==> src/hw/rtl/mzf_pkg.sv <==
package mzf_pkg;

  // Default sizes, handed to the top level parameters
  localparam int unsigned RegWordsDef   = 4096;
  localparam int unsigned ChunkBytesDef = 4096;

  // Field widths
  localparam int unsigned ActionW = 2;
  localparam int unsigned IndexW  = 12;
  localparam int unsigned DataW   = 64;
  localparam int unsigned LenW    = 13;

  // Width used to compare an index against the register-file depth
  localparam int unsigned IdxCmpW = 17;

  // Action codes
  localparam logic [ActionW-1:0] ActRead  = 2'd0;
  localparam logic [ActionW-1:0] ActWrite = 2'd1;
  localparam logic [ActionW-1:0] ActTick  = 2'd2;
  localparam logic [ActionW-1:0] ActNone  = 2'd3;

  // Register word indexes
  localparam logic [IndexW-1:0] WordFirst     = 12'h606;
  localparam logic [IndexW-1:0] WordLast      = 12'h607;
  localparam logic [IndexW-1:0] WordOperation = 12'h700;

  // Operation code that starts a zero fill
  localparam logic [DataW-1:0] OpcodeZeroFill = 64'h11;

  // Queue between front and back
  localparam int unsigned QueueDepth = 2;
  localparam int unsigned QPtrW      = 1;
  localparam int unsigned QCntW      = 2;

  // One classified request on its way from the front to the back
  typedef struct packed {
    logic              mem_we;
    logic              mem_re;
    logic [IndexW-1:0] index;
    logic [DataW-1:0]  wdata;
    logic              fill_valid;
    logic [DataW-1:0]  fill_address;
    logic [LenW-1:0]   fill_length;
    logic              fill_last;
    logic              op_error;
    logic              busy;
  } mzf_entry_t;

endpackage

==> src/hw/rtl/mzf_queue.sv <==
module mzf_queue import mzf_pkg::*; (
  input  logic       clk_i,
  input  logic       rst_ni,
  input  logic       push_i,
  input  mzf_entry_t entry_i,
  input  logic       pop_i,
  output logic       full_o,
  output logic       avail_o,
  output mzf_entry_t entry_o
);

  mzf_entry_t       slots_q [QueueDepth];
  logic [QPtrW-1:0] wr_ptr_q, rd_ptr_q;
  logic [QCntW-1:0] cnt_q;

  assign full_o  = (cnt_q == QCntW'(QueueDepth));
  assign avail_o = (cnt_q != '0);
  assign entry_o = slots_q[rd_ptr_q];

  // Store pushed requests
  always_ff @(posedge clk_i) begin
    if (push_i) begin
      slots_q[wr_ptr_q] <= entry_i;
    end
  end

  // Advance pointers and occupancy
  always_ff @(posedge clk_i or negedge rst_ni) begin
    if (!rst_ni) begin
      wr_ptr_q <= '0;
      rd_ptr_q <= '0;
      cnt_q    <= '0;
    end else begin
      if (push_i) begin
        wr_ptr_q <= wr_ptr_q + 1'b1;
      end
      if (pop_i) begin
        rd_ptr_q <= rd_ptr_q + 1'b1;
      end
      if (push_i && !pop_i) begin
        cnt_q <= cnt_q + 1'b1;
      end else if (pop_i && !push_i) begin
        cnt_q <= cnt_q - 1'b1;
      end
    end
  end

endmodule

==> config.mk <==
export PLATFORM = sky130hd
export DESIGN_NAME = mzf_queue
export DESIGN_NICKNAME = d
export VERILOG_FILES = /design/src/hw/rtl/mzf_pkg.sv /design/src/hw/rtl/mzf_queue.sv
export SDC_FILE = /design/constraint.sdc
export NUM_CORES = 1
export LEC_CHECK = 0
export ABC_CLOCK_PERIOD_IN_PS = 23400
export BUFFER_PORTS_ARGS = -buffer_cell sky130_fd_sc_hd__buf_2
export CORE_MARGIN = 2
export CORE_UTILIZATION = 56
export DETAILED_ROUTE_END_ITERATION = 8
export PLACE_DENSITY = 0.8
export SLEW_MARGIN = 20
export SYNTH_ARGS = -nofsm -noshare
export SYNTH_HDL_FRONTEND = slang
export SYNTH_SLANG_ARGS = --single-unit
==> constraint.sdc <==
create_clock -name clk_i -period 23.4 [get_ports clk_i]
set_clock_uncertainty 0.05 [all_clocks]
set_input_delay 2.34 -clock clk_i [delete_from_list [all_inputs] [get_ports clk_i]]
set_output_delay 2.34 -clock clk_i [all_outputs]
set_load 0.02 [all_outputs]
### After elaboration in Yosys (flattened, before gate mapping)

Memory sizes are Yosys's and may differ from the RTL's.
Cells that the tools add are included.
W data, S select, Z words.

| word-level totals | value |
|---|---|
| bits in registers | 4 |
| RAM bits | 318 |
| input port bits | 163 |
| output and inout bits | 161 |
| logic and storage cells | 19 |
| memories | 1 |

Memory list:

| name | words | bits a word | read ports | clocked after memory_dff | wr ports | line | RTL |
|---|---|---|---|---|---|---|---|
| slots_q | 2 | 159 | 1 | 0 | 1 | mzf_queue.sv:12 | `mzf_entry_t slots_q [QueueDepth];` |

| cells by class | value |
|---|---|
| add/subtract/negate cells | 4 |
| eq/ne operators | 1 |
| mux-type cells | 4 |
| reductions and logical operators | 6 |

Operators with widths:

| kind | number |
|---|---|
| $mux W2 | 2 |
| $reduce_bool A2 Y1 | 2 |
| $add A1 B1 Y1 const B | 2 |
| $add A2 B1 Y2 const B | 1 |
| $eq A2 B2 Y1 const B | 1 |
| $logic_and A1 B1 Y1 | 2 |
| $logic_not A1 Y1 | 2 |
| $mux W1 | 2 |
| $sub A2 B1 Y2 const B | 1 |

### Logic depth before layout (Yosys ltp)

| depth | value |
|---|---|
| depth after elaboration | 4 |
| mapped depth | 5 |

### Least setup slack after synthesis

No wires, ideal clock.

| timing | value |
|---|---|
| path kind | in2reg |
| from | input port push_i |
| to | memory slots_q[0][0] (netlist bit), enable pin |
| library setup time | 699 ps |
| data arrival time | 9212 ps |
| data required time | 22651 ps |
| setup slack | 13439 ps |
| stages on the path | 1 |
| cells stage by stage | nor2b_1 |

| between the ends | value |
|---|---|
| longest elaborated chain between the ends | 2 |

Ends and longest elaborated chain:

| element | line | RTL |
|---|---|---|
| from (decl) | mzf_queue.sv:4 | `input logic push_i,` |
| $mux W1 | mzf_queue.sv:22 | `if (push_i) begin` |
| $mux W1 (implied by the code) | mzf_queue.sv:23 | `slots_q[wr_ptr_q] <= entry_i;` |
| to (decl) | mzf_queue.sv:12 |  |

No other way between the ends.

==> flow_metrics.py <==
metrics = {
    "run_status": {
        "run_status": "completed",
    },
    "placement": {
        "detailed_place_hpwl_mm": 15.4,
        "finalWeightedCongestion": 0.751,
        "place.port_buffers": 323,
        "placedInstanceArea_sq_um": 13900,
    },
    "clocking": {
        "tritoncts": "done",
        "clkSinkCount": 322,
        "clk_root_buffer_cell": "clkbuf_16",
        "cts.path.max_buffers": 3,
        "cts_hold_buffers": 0,
        "clk-insertion-delay-late_ns": 0.53,
        "cts_setup_buffers": 0,
        "cts.clk_slew.worst_paths_ns": 0.06,
        "cts_made_buffers": 30,
        "cts_repair_resize_count": 0,
        "h-tree-depth": 1,
    },
    "synth": {
        "edff_count_synth": 318,
        "synth_seq_cells": 322,
        "combinational_family_with_the_most_area_after_synthesis": "multiplexers",
        "synth-xor-area-share_pct": 0.363,
        "synth_top_flop_cell": "edfxtp_1",
        "synth_cells": 511,
        "yosysMostFrequentCell": "edfxtp_1",
        "synth_top_cells_by_area": "edfxtp_1, mux2_4, mux2_2",
        "netlist_area_sq_um": 12100,
        "netlist-cell-type-count": 14,
        "mapped_avg_cell_area_sq_um": 23.6,
        "synth.yosys.seq_area_share_pct": 80.0,
        "synthSimpleGateAreaFrac_pct": 0.238,
        "synthAdderAreaFrac_pct": 0.104,
        "post_synth_mux_area_share_pct": 17.9,
        "cell_types_with_the_highest_counts_after_synthesis": "edfxtp_1, mux2_4, mux2_2, buf_6, buf_2",
        "synth-warning-count": 0,
        "synthDominantCellAreaShare_pct": 79.1,
        "synth-compound-area-share_pct": 0,
        "synth_async_sr_flop_share_pct": 1.24,
        "synth.largest_area_cell": "edfxtp_1",
        "postSynthNetCount": 675,
    },
    "die": {
        "io_pins": 324,
        "placeableCoreArea_sq_um": 21100,
        "chipHeight_um": 151,
        "start_util_pct": 57.2,
        "design.die.area_sq_um": 22700,
        "die_wd_um": 151,
        "cell_row_count": 53,
    },
    "timing": {
        "period_needed_ns": 5.22,
        "drv_slew": 0,
        "report.final.hold_viol_count": 0,
        "grt_setup_unrepaired": "false",
        "slew_headroom_pct": 25.0,
        "tns_ns": 0,
        "fmaxAchievable_ghz": 0.191,
        "transition_time_at_the_pin_with_the_least_slew_margin_ns": 1.13,
        "setup_violations": 0,
        "layout_worst_path_cycle_share_pct": 22.3,
    },
    "drt": {
        "drt-wirelength-per-cell_um": 19.6,
        "drt-total-wl_mm": 22.6,
        "ant_nets": 0,
        "vias": 5887,
        "drt-initial-drc-count": 237,
        "dr.pass1.iters": 5,
        "routed_via_density": 5.11,
        "remaining_drc_errors": 0,
    },
    "final_layout": {
        "n_fill_cell": 1297,
        "post_route_cell_area_sq_um": 14900,
        "final_layout_size_suffix_gt1_share_pct": 61.1,
        "layout.nets": 1017,
        "area_growth_syn_to_layout_pct": 23.4,
    },
    "hold_path": {
        "hold_path.class": "reg -> reg",
    },
    "critical_path": {
        "path_class": "reg -> out",
        "critPathArrivalTime_ns": 2.83,
        "worst-endpoint-required_ns": 21.01,
        "cp_launch_type": "register",
        "critical_path.max_fanout": 62,
        "reg2reg_slack_ns": 20.86,
        "critical_path_cell_list": "buf_4 -> mux2_4 -> buf_2",
        "crit_slowest_cell": "buf_4",
        "cp_top_family": "buffers and inverters",
        "crit_buf_inv": 2,
        "slowest_delay_ns": 0.92,
        "critPathCaptureType": "output pin",
    },
    "power_and_ir_drop": {
        "power.sequential.fraction_pct": 42.5,
        "worst_vdd_drop_mv": 0.114,
        "sw_frac_of_total_pct": 30.9,
        "share_clk_of_total_power_pct": 24.4,
        "net-switching-power_uw": 588,
        "combPwrFrac_pct": 33.1,
        "intPower_uw": 1310,
        "cellLeakagePower_uw": 0.00590,
        "p_per_area_nw_per_um2": 128,
    },
    "grt": {
        "grt_pass1_vias": 6269,
        "antenna_found_initial": 3,
        "grt_remaining_overflow": 0,
        "track_usage_pct": 18.9,
        "grt_pass1_wl_mm": 32.5,
        "grt_max_degree": 87,
    },
    "flow_run": {
        "cap_viol_max_count": 0,
    },
}
-- per-layer routing --
layer	wire [um]	track usage (%)	vias to the layer above
met1	8480	22.2	2837
li1	-	-	2721
met5	14	0	-
met2	11300	33.2	285
met3	2230	6.60	40
met4	564	5.05	4
-- cells by family after synthesis --
| kind of cell | Yosys count |
|---|---|
| AND/OR/NAND/NOR | 5 |
| adder cells (fa/ha/maj) | 1 |
| buffers and inverters | 19 |
| multiplexers | 159 |
| flip-flops | 322 |
| XOR/XNOR | 5 |
-- power groups by stage --
stage	clock [uW]	combinational [uW]	sequential, uW
2_1_floorplan	0	481	821
3_3_place_gp	0	625	812
3_5_place_dp	0	635	822
4_1_cts	474	637	811
5_1_grt	495	670	818
6_report	465	629	809
-- final timing paths --
path                               start               to  cells past startpoint
worst max-delay path            rd_ptr_q      entry_o[74]                      3
worst min-delay path            cnt_q[1]         cnt_q[1]                      1
worst max register to register  wr_ptr_q  slots_q[1][151]                      2
worst min register to register  cnt_q[1]         cnt_q[1]                      1
max in group asynchronous         rst_ni         rd_ptr_q                      1
min in group asynchronous         rst_ni         rd_ptr_q                      1
-- final cells by class --
type	count	area, sq um	share of cell area [%]
clock inverter	8	90.1	0.605
sequential	322	9650	64.8
clock buffer	43	871	5.85
antenna	4	10.0	0.0672
timing repair buffer	328	1660	11.2
multi-input combinational	170	2260	15.2
inverter	1	3.75	0.0252
tap	275	344	2.31
-- state kept, by name (all words and copies together) (netlist names) --
name      cells
cnt_q         2
rd_ptr_q      1
slots_q     318
wr_ptr_q      1
-- placed cells by master (no fill, tap or decap), drive strengths merged, types with 2 or more instances in the layout --
cell type  synthesis  routed
buf               18     328
bufinv             0       2
clkbuf             0      43
clkinv             0       5
dfrtp              4       4
diode              0       4
edfxtp           318     318
mux2             159     159
nor2b              2       2
xor2               4       4
-- metrics by stage --
stage	worst slack [ns]	hold slack [ns]	std cells	total power, uW	utilization (%)
floorplan	13.44	0.397	511	1300	-
global placement	18.61	0.419	1096	1440	66.0
detailed placement	18.54	0.433	1096	1460	66.0
CTS	18.10	0.453	1147	1920	70.5
global route	18.02	0.479	1148	1980	70.6
finish	18.18	0.459	1151	1900	70.6
(Power assumes the default switching activity.)
