File: config.mk
export PLATFORM = sky130hd
export DESIGN_NAME = mzf_front
export DESIGN_NICKNAME = d
export VERILOG_FILES = /design/src/hw/rtl/mzf_pkg.sv /design/src/hw/rtl/mzf_front.sv
export SDC_FILE = /design/constraint.sdc
export NUM_CORES = 1
export LEC_CHECK = 0
export BUFFER_PORTS_ARGS = -buffer_cell sky130_fd_sc_hd__buf_2
export CAP_MARGIN = 10
export CORE_MARGIN = 2
export CORE_UTILIZATION = 50
export CTS_CLUSTER_DIAMETER = 50
export CTS_CLUSTER_SIZE = 20
export DETAILED_ROUTE_END_ITERATION = 6
export PLACE_DENSITY = 0.7
export RECOVER_POWER = 25
export SYNTH_ARGS = -nofsm -noshare
export SYNTH_HDL_FRONTEND = slang
export SYNTH_SLANG_ARGS = --single-unit
export TNS_END_PERCENT = 10
File: constraint.sdc
create_clock -name clk_i -period 10.85 [get_ports clk_i]
set_input_delay 1.085 -clock clk_i [delete_from_list [all_inputs] [get_ports clk_i]]
set_output_delay 1.085 -clock clk_i [all_outputs]
set_load 0.03 [all_outputs]
File: src/hw/rtl/mzf_pkg.sv
package mzf_pkg;

  // Default sizes, handed to the top level parameters
  localparam int unsigned RegWordsDef   = 4096;
  localparam int unsigned ChunkBytesDef = 4096;

  // Field widths
  localparam int unsigned ActionW = 2;
  localparam int unsigned IndexW  = 12;
  localparam int unsigned DataW   = 64;
  localparam int unsigned LenW    = 13;

  // Width used to compare an index against the register-file depth
  localparam int unsigned IdxCmpW = 17;

  // Action codes
  localparam logic [ActionW-1:0] ActRead  = 2'd0;
  localparam logic [ActionW-1:0] ActWrite = 2'd1;
  localparam logic [ActionW-1:0] ActTick  = 2'd2;
  localparam logic [ActionW-1:0] ActNone  = 2'd3;

  // Register word indexes
  localparam logic [IndexW-1:0] WordFirst     = 12'h606;
  localparam logic [IndexW-1:0] WordLast      = 12'h607;
  localparam logic [IndexW-1:0] WordOperation = 12'h700;

  // Operation code that starts a zero fill
  localparam logic [DataW-1:0] OpcodeZeroFill = 64'h11;

  // Queue between front and back
  localparam int unsigned QueueDepth = 2;
  localparam int unsigned QPtrW      = 1;
  localparam int unsigned QCntW      = 2;

  // One classified request on its way from the front to the back
  typedef struct packed {
    logic              mem_we;
    logic              mem_re;
    logic [IndexW-1:0] index;
    logic [DataW-1:0]  wdata;
    logic              fill_valid;
    logic [DataW-1:0]  fill_address;
    logic [LenW-1:0]   fill_length;
    logic              fill_last;
    logic              op_error;
    logic              busy;
  } mzf_entry_t;

endpackage

File: src/hw/rtl/mzf_front.sv
module mzf_front import mzf_pkg::*; #(
  parameter int unsigned RegWords   = RegWordsDef,
  parameter int unsigned ChunkBytes = ChunkBytesDef
) (
  input  logic               clk_i,
  input  logic               rst_ni,
  input  logic               push_i,
  input  logic [ActionW-1:0] action_i,
  input  logic [IndexW-1:0]  reg_index_i,
  input  logic [DataW-1:0]   write_data_i,
  output mzf_entry_t         entry_o
);

  logic             busy_q, busy_d;
  logic [DataW-1:0] addr_q, addr_d;
  logic [DataW-1:0] rem_q, rem_d;
  logic [DataW-1:0] first_q, first_d;
  logic [DataW-1:0] last_q, last_d;

  logic             in_range;
  logic             fits;
  logic [DataW-1:0] chunk;
  logic [DataW-1:0] len;

  // Size the next chunk
  assign in_range = {{(IdxCmpW-IndexW){1'b0}}, reg_index_i} < IdxCmpW'(RegWords);
  assign chunk    = DataW'(ChunkBytes);
  assign fits     = (rem_q != '0) && (rem_q <= chunk);
  assign len      = fits ? rem_q : chunk;

  // Classify the request and advance the fill state
  always_comb begin
    busy_d  = busy_q;
    addr_d  = addr_q;
    rem_d   = rem_q;
    first_d = first_q;
    last_d  = last_q;

    entry_o              = '0;
    entry_o.index        = reg_index_i;
    entry_o.wdata        = write_data_i;

    unique case (action_i)
      ActRead: begin
        entry_o.mem_re = in_range;
      end
      ActWrite: begin
        entry_o.mem_we = in_range;
        if (reg_index_i == WordFirst) begin
          first_d = write_data_i;
        end
        if (reg_index_i == WordLast) begin
          last_d = write_data_i;
        end
        if (reg_index_i == WordOperation) begin
          if ((write_data_i != OpcodeZeroFill) || busy_q || (last_q < first_q)) begin
            entry_o.op_error = 1'b1;
          end else begin
            busy_d = 1'b1;
            addr_d = first_q;
            rem_d  = last_q - first_q + 64'd1;
          end
        end
      end
      ActTick: begin
        if (busy_q) begin
          entry_o.fill_valid   = 1'b1;
          entry_o.fill_address = addr_q;
          entry_o.fill_length  = len[LenW-1:0];
          entry_o.fill_last    = fits;
          addr_d = addr_q + len;
          rem_d  = rem_q - len;
          if (fits) begin
            busy_d = 1'b0;
            rem_d  = '0;
          end
        end
      end
      default: begin
      end
    endcase

    entry_o.busy = busy_d;
  end

  // Update fill state on each accepted request
  always_ff @(posedge clk_i or negedge rst_ni) begin
    if (!rst_ni) begin
      busy_q  <= 1'b0;
      addr_q  <= '0;
      rem_q   <= '0;
      first_q <= '0;
      last_q  <= '0;
    end else if (push_i) begin
      busy_q  <= busy_d;
      addr_q  <= addr_d;
      rem_q   <= rem_d;
      first_q <= first_d;
      last_q  <= last_d;
    end
  end

endmodule

# Yosys cells after proc, flatten, opt, wreduce, memory -nomap -nowiden

Cells that the tools add are included.

Register bits after elaboration: 257
Input port bits: 81
Output and inout bits: 159
Word-level logic and storage cells: 51

Add/subtract/negate cells: 4
Order comparisons: 2
Equal/unequal tests: 9
Multiplexer cells: 22
Reductions and logical operators: 9

Operator list:

| operator                                              | count |
|---|---|
| 2-to-1 mux 64 bit                                     | 8 |
| case mux 64 bit (2 select lines)                      | 2 |
| 2-to-1 mux 79 bit                                     | 2 |
| subtractor 64 bit                                     | 2 |
| adder 64 x 1 -> 64 bit, second input constant         | 1 |
| adder 64 bit                                          | 1 |
| <= comparator 64 x 13 -> 1 bit, second input constant | 1 |
| less-than comparator 64 bit                           | 1 |
| != test 64 x 5 -> 1 bit, second input constant        | 1 |
| nonzero test 64 bit                                   | 1 |
| == test 12 x 11 -> 1 bit, second input constant       | 3 |
| 2-to-1 mux 1 bit                                      | 9 |
| != test 2 bit, second input constant                  | 3 |
| AND reduction 3 bit                                   | 2 |
| AND reduction 5 bit                                   | 1 |
| == test 2 x 1 -> 1 bit, second input constant         | 1 |
| == test 2 bit, second input constant                  | 1 |
| logical NOT 2 bit                                     | 1 |
| logical OR 1 bit                                      | 2 |
| case mux 1 bit (2 select lines)                       | 1 |
| nonzero test 2 bit                                    | 1 |
| logical AND 1 bit                                     | 1 |

# Logic depth before layout (Yosys ltp)

Depth in word-level cells: 7
Gate-level depth with buffers: 22
Gate-level depth less buffers: 18

# Worst setup path after synthesis

OpenSTA, ideal clock, no wires.

Path type: register to register
From: register rem_q[39]
To: register addr_q[62]
Library setup time: 133 ps
Arrival time: 4875 ps
Data required time: 10717 ps
Setup slack: 5842 ps
Stages on the path, launching flop included: 22
Buffers on the path: 3
Period minus slack after synthesis: 5008 ps
Cells stage by stage: dfrtp_1 or4_4 or4_4 nor2_8 and4_1 buf_6 clkbuf_1 clkbuf_1 and2_1 ha_1 inv_1 fa_1 nor2b_1 o2111a_1 o311ai_0 a31oi_1 o31a_1 o21bai_1 a2111oi_0 o21ai_0 a311oi_1 a21oi_1

Word-level cells in the longest chain between the ends: 6
Elaborated cells on any way between the ends: 7
Those cells by class: 1 x add/sub; 1 x order compare; 3 x mux; 2 x reduce/logical

Ends and longest elaborated chain:

| element                                                               | line            | source |
|---|---|---|
| start: declaration                                                    | mzf_front.sv:16 | `logic [DataW-1:0] rem_q, rem_d;` |
| start signal: assignment                                              | mzf_front.sv:97 | `rem_q <= rem_d;` |
| <= comparator 64 x 13 -> 1 bit or nonzero test 64 bit (tied branches) | mzf_front.sv:28 | `assign fits = (rem_q != '0) && (rem_q <= chunk);` |
| logical AND 1 bit                                                     | mzf_front.sv:28 |  |
| 2-to-1 mux 64 bit (*)                                                 | mzf_front.sv:29 | `assign len = fits ? rem_q : chunk;` |
| adder 64 bit (*)                                                      | mzf_front.sv:71 | `addr_d = addr_q + len;` |
| 2-to-1 mux 64 bit (*)                                                 | mzf_front.sv:66 | `if (busy_q) begin` |
| case mux 64 bit (2 select lines) (*)                                  | mzf_front.sv:43 | `unique case (action_i)` |
| end signal: assignment                                                | mzf_front.sv:96 | `addr_q <= addr_d;` |
| end: declaration                                                      | mzf_front.sv:15 | `logic [DataW-1:0] addr_q, addr_d;` |

Every way passes the cells marked *; elsewhere a longest branch is shown, timed or not. The select of a mux whose other input is x is not followed.
A chain may end at the register's enable or synchronous reset.

==> metrics.cfg <==
[sta]
setup_viol = 0
period_needed_ns = 6.79
hold_violations = 0
finalClockSkew_ns = 0.0366
fmax_mhz = 147
final.period_utilization = 0.626
max_slew.worst_pin.slew_ns = 6.67
rsz0062_at_grt = no
tns_ns = 0
relSlewSlack = -3.45
drv_slew = 116
whs_ns = 0.509

[power_and_ir_drop]
p_per_area_nw_per_um2 = 141
p_leak_nw = 12.2
total_power_w = 0.00361
ir_worst_vdd_mv = 0.127

[synthesis]
synthArstFlopShare = 1.00
ys_seq_area_frac = 0.279
synth_cell_types = 89
syn_avg_cell_area_um2 = 8.05
synth-edff-count = 0
ys.flop_type = dfrtp_1
syn_inst = 2860
yosys_register_bits = 257
ys_warn_count = 0
synth_area_um2 = 23000

[worst_setup_path]
crit_chain = clkbuf_1
path_max_fanout = 115
ff2ff_setup_slack_ns = 4.89
cp-start-kind = input pin
endpoint_kind = asynchronous set/reset pin
cpPeakStageDelay_ns = 4.54
regToRegStartpoint = rem_q[3]$_DFFE_PN0P_
worstPathArrival_ns = 5.80
timing.rr.end = addr_q[63]$_DFFE_PN0P_
cp_top_family = buffers and inverters
cpMaxStageDelayCell = clkbuf_1
worst-setup-path-type = in -> async
cp.required_ns = 9.86
reg2reg_depth = 18
cp_num_buf_inv = 1

[floorplanning]
die_area_um2 = 47800
rows = 78
core_um2 = 45400
die_h_um = 219
pin_count = 240
start_util = 0.507
die_w_um = 219

[drt]
num_vias = 22200
finalWirelength_mm = 78.5
initialDrtViolationCount = 2097
vias_per_cell = 6.11
firstDrtPassIters = 6
wl_per_cell_um = 21.6
route.detailed.drc = 0
ant_nets = 0

[clocking]
cts_root_buf = clkbuf_16
clk_path_buf_depth = 3
cts.sinks = 257
h-tree-depth = 2
clkTransAtPathRegs_ns = 0.05
cts_hold_buf = 0
cts_resized = 0
post_cts_buffers = 0
cts_tree = built
worst_skew_pair.late_latency_ns = 0.58
cts_inserted_buffers = 38

[cells_and_area]
fillCellCount = 4241
regArea_um2 = 6430
drive_above_1_share = 0.140
layout_commonest_cell = nand2_1
nets = 3309
finalInstanceArea_um2 = 25500
fin_util = 0.563
syn2layout_area_growth_pct = 11.0
diodes = 0
multi_input_area_um2 = 15000
layout_common_cells = nand2_1, o21ai_0, a21oi_1

[place]
dp_hpwl_mm = 61.1
io_buffers = 239
place_area_um2 = 24200
place.gp.congestion = 0.956

[global_route]
antenna_found_initial = 1
grt_overflow = 0
grt_pass1_wl_mm = 121
grt_use_total = 0.325
grt_max_degree = 144
first_global_vias = 21000

[outcome]
failed_checks = capacitance limit, slew limit
status = finished with violations

[hold_path]
hold_class = reg -> reg
whs_endpoint = addr_q[22]$_DFFE_PN0P_
hold_depth = 2
min_from = addr_q[22]$_DFFE_PN0P_

[flow_run]
cap_viol_max_count = 1

state kept, by name, summed over array words and instances (netlist names):
signal	flops
addr_q	64
first_q	64
busy_q	1
rem_q	64
last_q	64
kinds of logic after synthesis:
kind of cell	synth area share
flip-flops	0.279
other	0.000163
XOR/XNOR	0.0403
buffers and inverters	0.0802
AO/OA/AOI/OAI	0.216
multiplexers	0.0423
adder cells (fa/ha/maj)	0.135
AND/OR/NAND/NOR	0.207
report_power, final:
group          internal [W]  switching [W]  total [W]
Sequential          0.00105       0.000109    0.00116
Clock              0.000753       0.000539    0.00129
Combinational      0.000426       0.000729    0.00116
through the flow:
| stage | setup slack (ns) | instances |
|---|---|---|
| 2_1_floorplan | 5.84 | 2910 |
| 3_3_place_gp | 5.23 | 3560 |
| 3_5_place_dp | 5.12 | 3560 |
| 4_1_cts | 5.07 | 3630 |
| 5_1_grt | 2.96 | 3630 |
| 6_report | 4.06 | 3630 |
layout make-up:
type,instances,area share
clock buffers,44,0.0418
multi-input cells,2245,0.586
inverters,206,0.0303
clock inverters,26,0.00989
repair buffers,252,0.0511
well taps,600,0.0294
flip-flops and latches,257,0.252
routing by layer:
layer  global-route usage  part of all wire  up-vias
met4               0.0964             0.027        0
met3               0.0482             0.077      118
met5                    0                 0        -
met1                0.476              0.46    10800
li1                     -                 -    10400
met2                0.495              0.43      909
worst max-delay path by stage:
stage                                startpoint  cells past startpoint                endpoint  slack [ns]
after floorplan           rem_q[39]$_DFFE_PN0P_                     21  addr_q[62]$_DFFE_PN0P_        5.84
after global placement     rem_q[3]$_DFFE_PN0P_                     18  addr_q[63]$_DFFE_PN0P_        5.23
after detailed placement   rem_q[3]$_DFFE_PN0P_                     19  addr_q[62]$_DFFE_PN0P_        5.12
after CTS                  rem_q[3]$_DFFE_PN0P_                     19  addr_q[62]$_DFFE_PN0P_        5.07
after global routing                     rst_ni                      1  addr_q[18]$_DFFE_PN0P_        2.96
final                                    rst_ni                      1  addr_q[29]$_DFFE_PN0P_        4.06
synth_stat cells (7+ instances only):
library cell    n  area share
o221ai_1        7      0.0027
nand3_1        57       0.012
nand2b_1       34      0.0092
nor2_1        180       0.029
a211oi_1        9      0.0029
nor3_1         79       0.017
nor4_1         42       0.011
inv_1         206       0.034
and2_1         16      0.0044
or4_1          10      0.0033
ha_1          195        0.11
buf_1          11      0.0018
or2_2          12      0.0033
or3_1          12      0.0033
o22ai_1        18      0.0049
o311ai_0        7      0.0027
a21oi_1       261       0.057
a21boi_0        8      0.0026
buf_4          77       0.025
o211ai_1       23      0.0075
mux2i_1        23       0.010
clkbuf_1      104       0.017
a22o_1          7      0.0027
nor3b_1        12      0.0039
o31ai_1        15      0.0049
a211o_1         8      0.0030
a22oi_1         9      0.0029
xor2_1         45       0.017
nor2b_1        36      0.0098
o21ai_0       262       0.057
nand4_1        43       0.012
buf_2           8      0.0017
fa_1           33       0.029
a31oi_1        22      0.0060
o21bai_1       31       0.010
nand3b_1        9      0.0029
xnor2_1        61       0.023
o21a_1         15      0.0049
mux2_2         66       0.032
dfrtp_1       257        0.28
and3_1         84       0.023
nand2_1       290       0.047
a21o_1         45       0.015
Note: power is estimated with default switching activity, not from simulation.
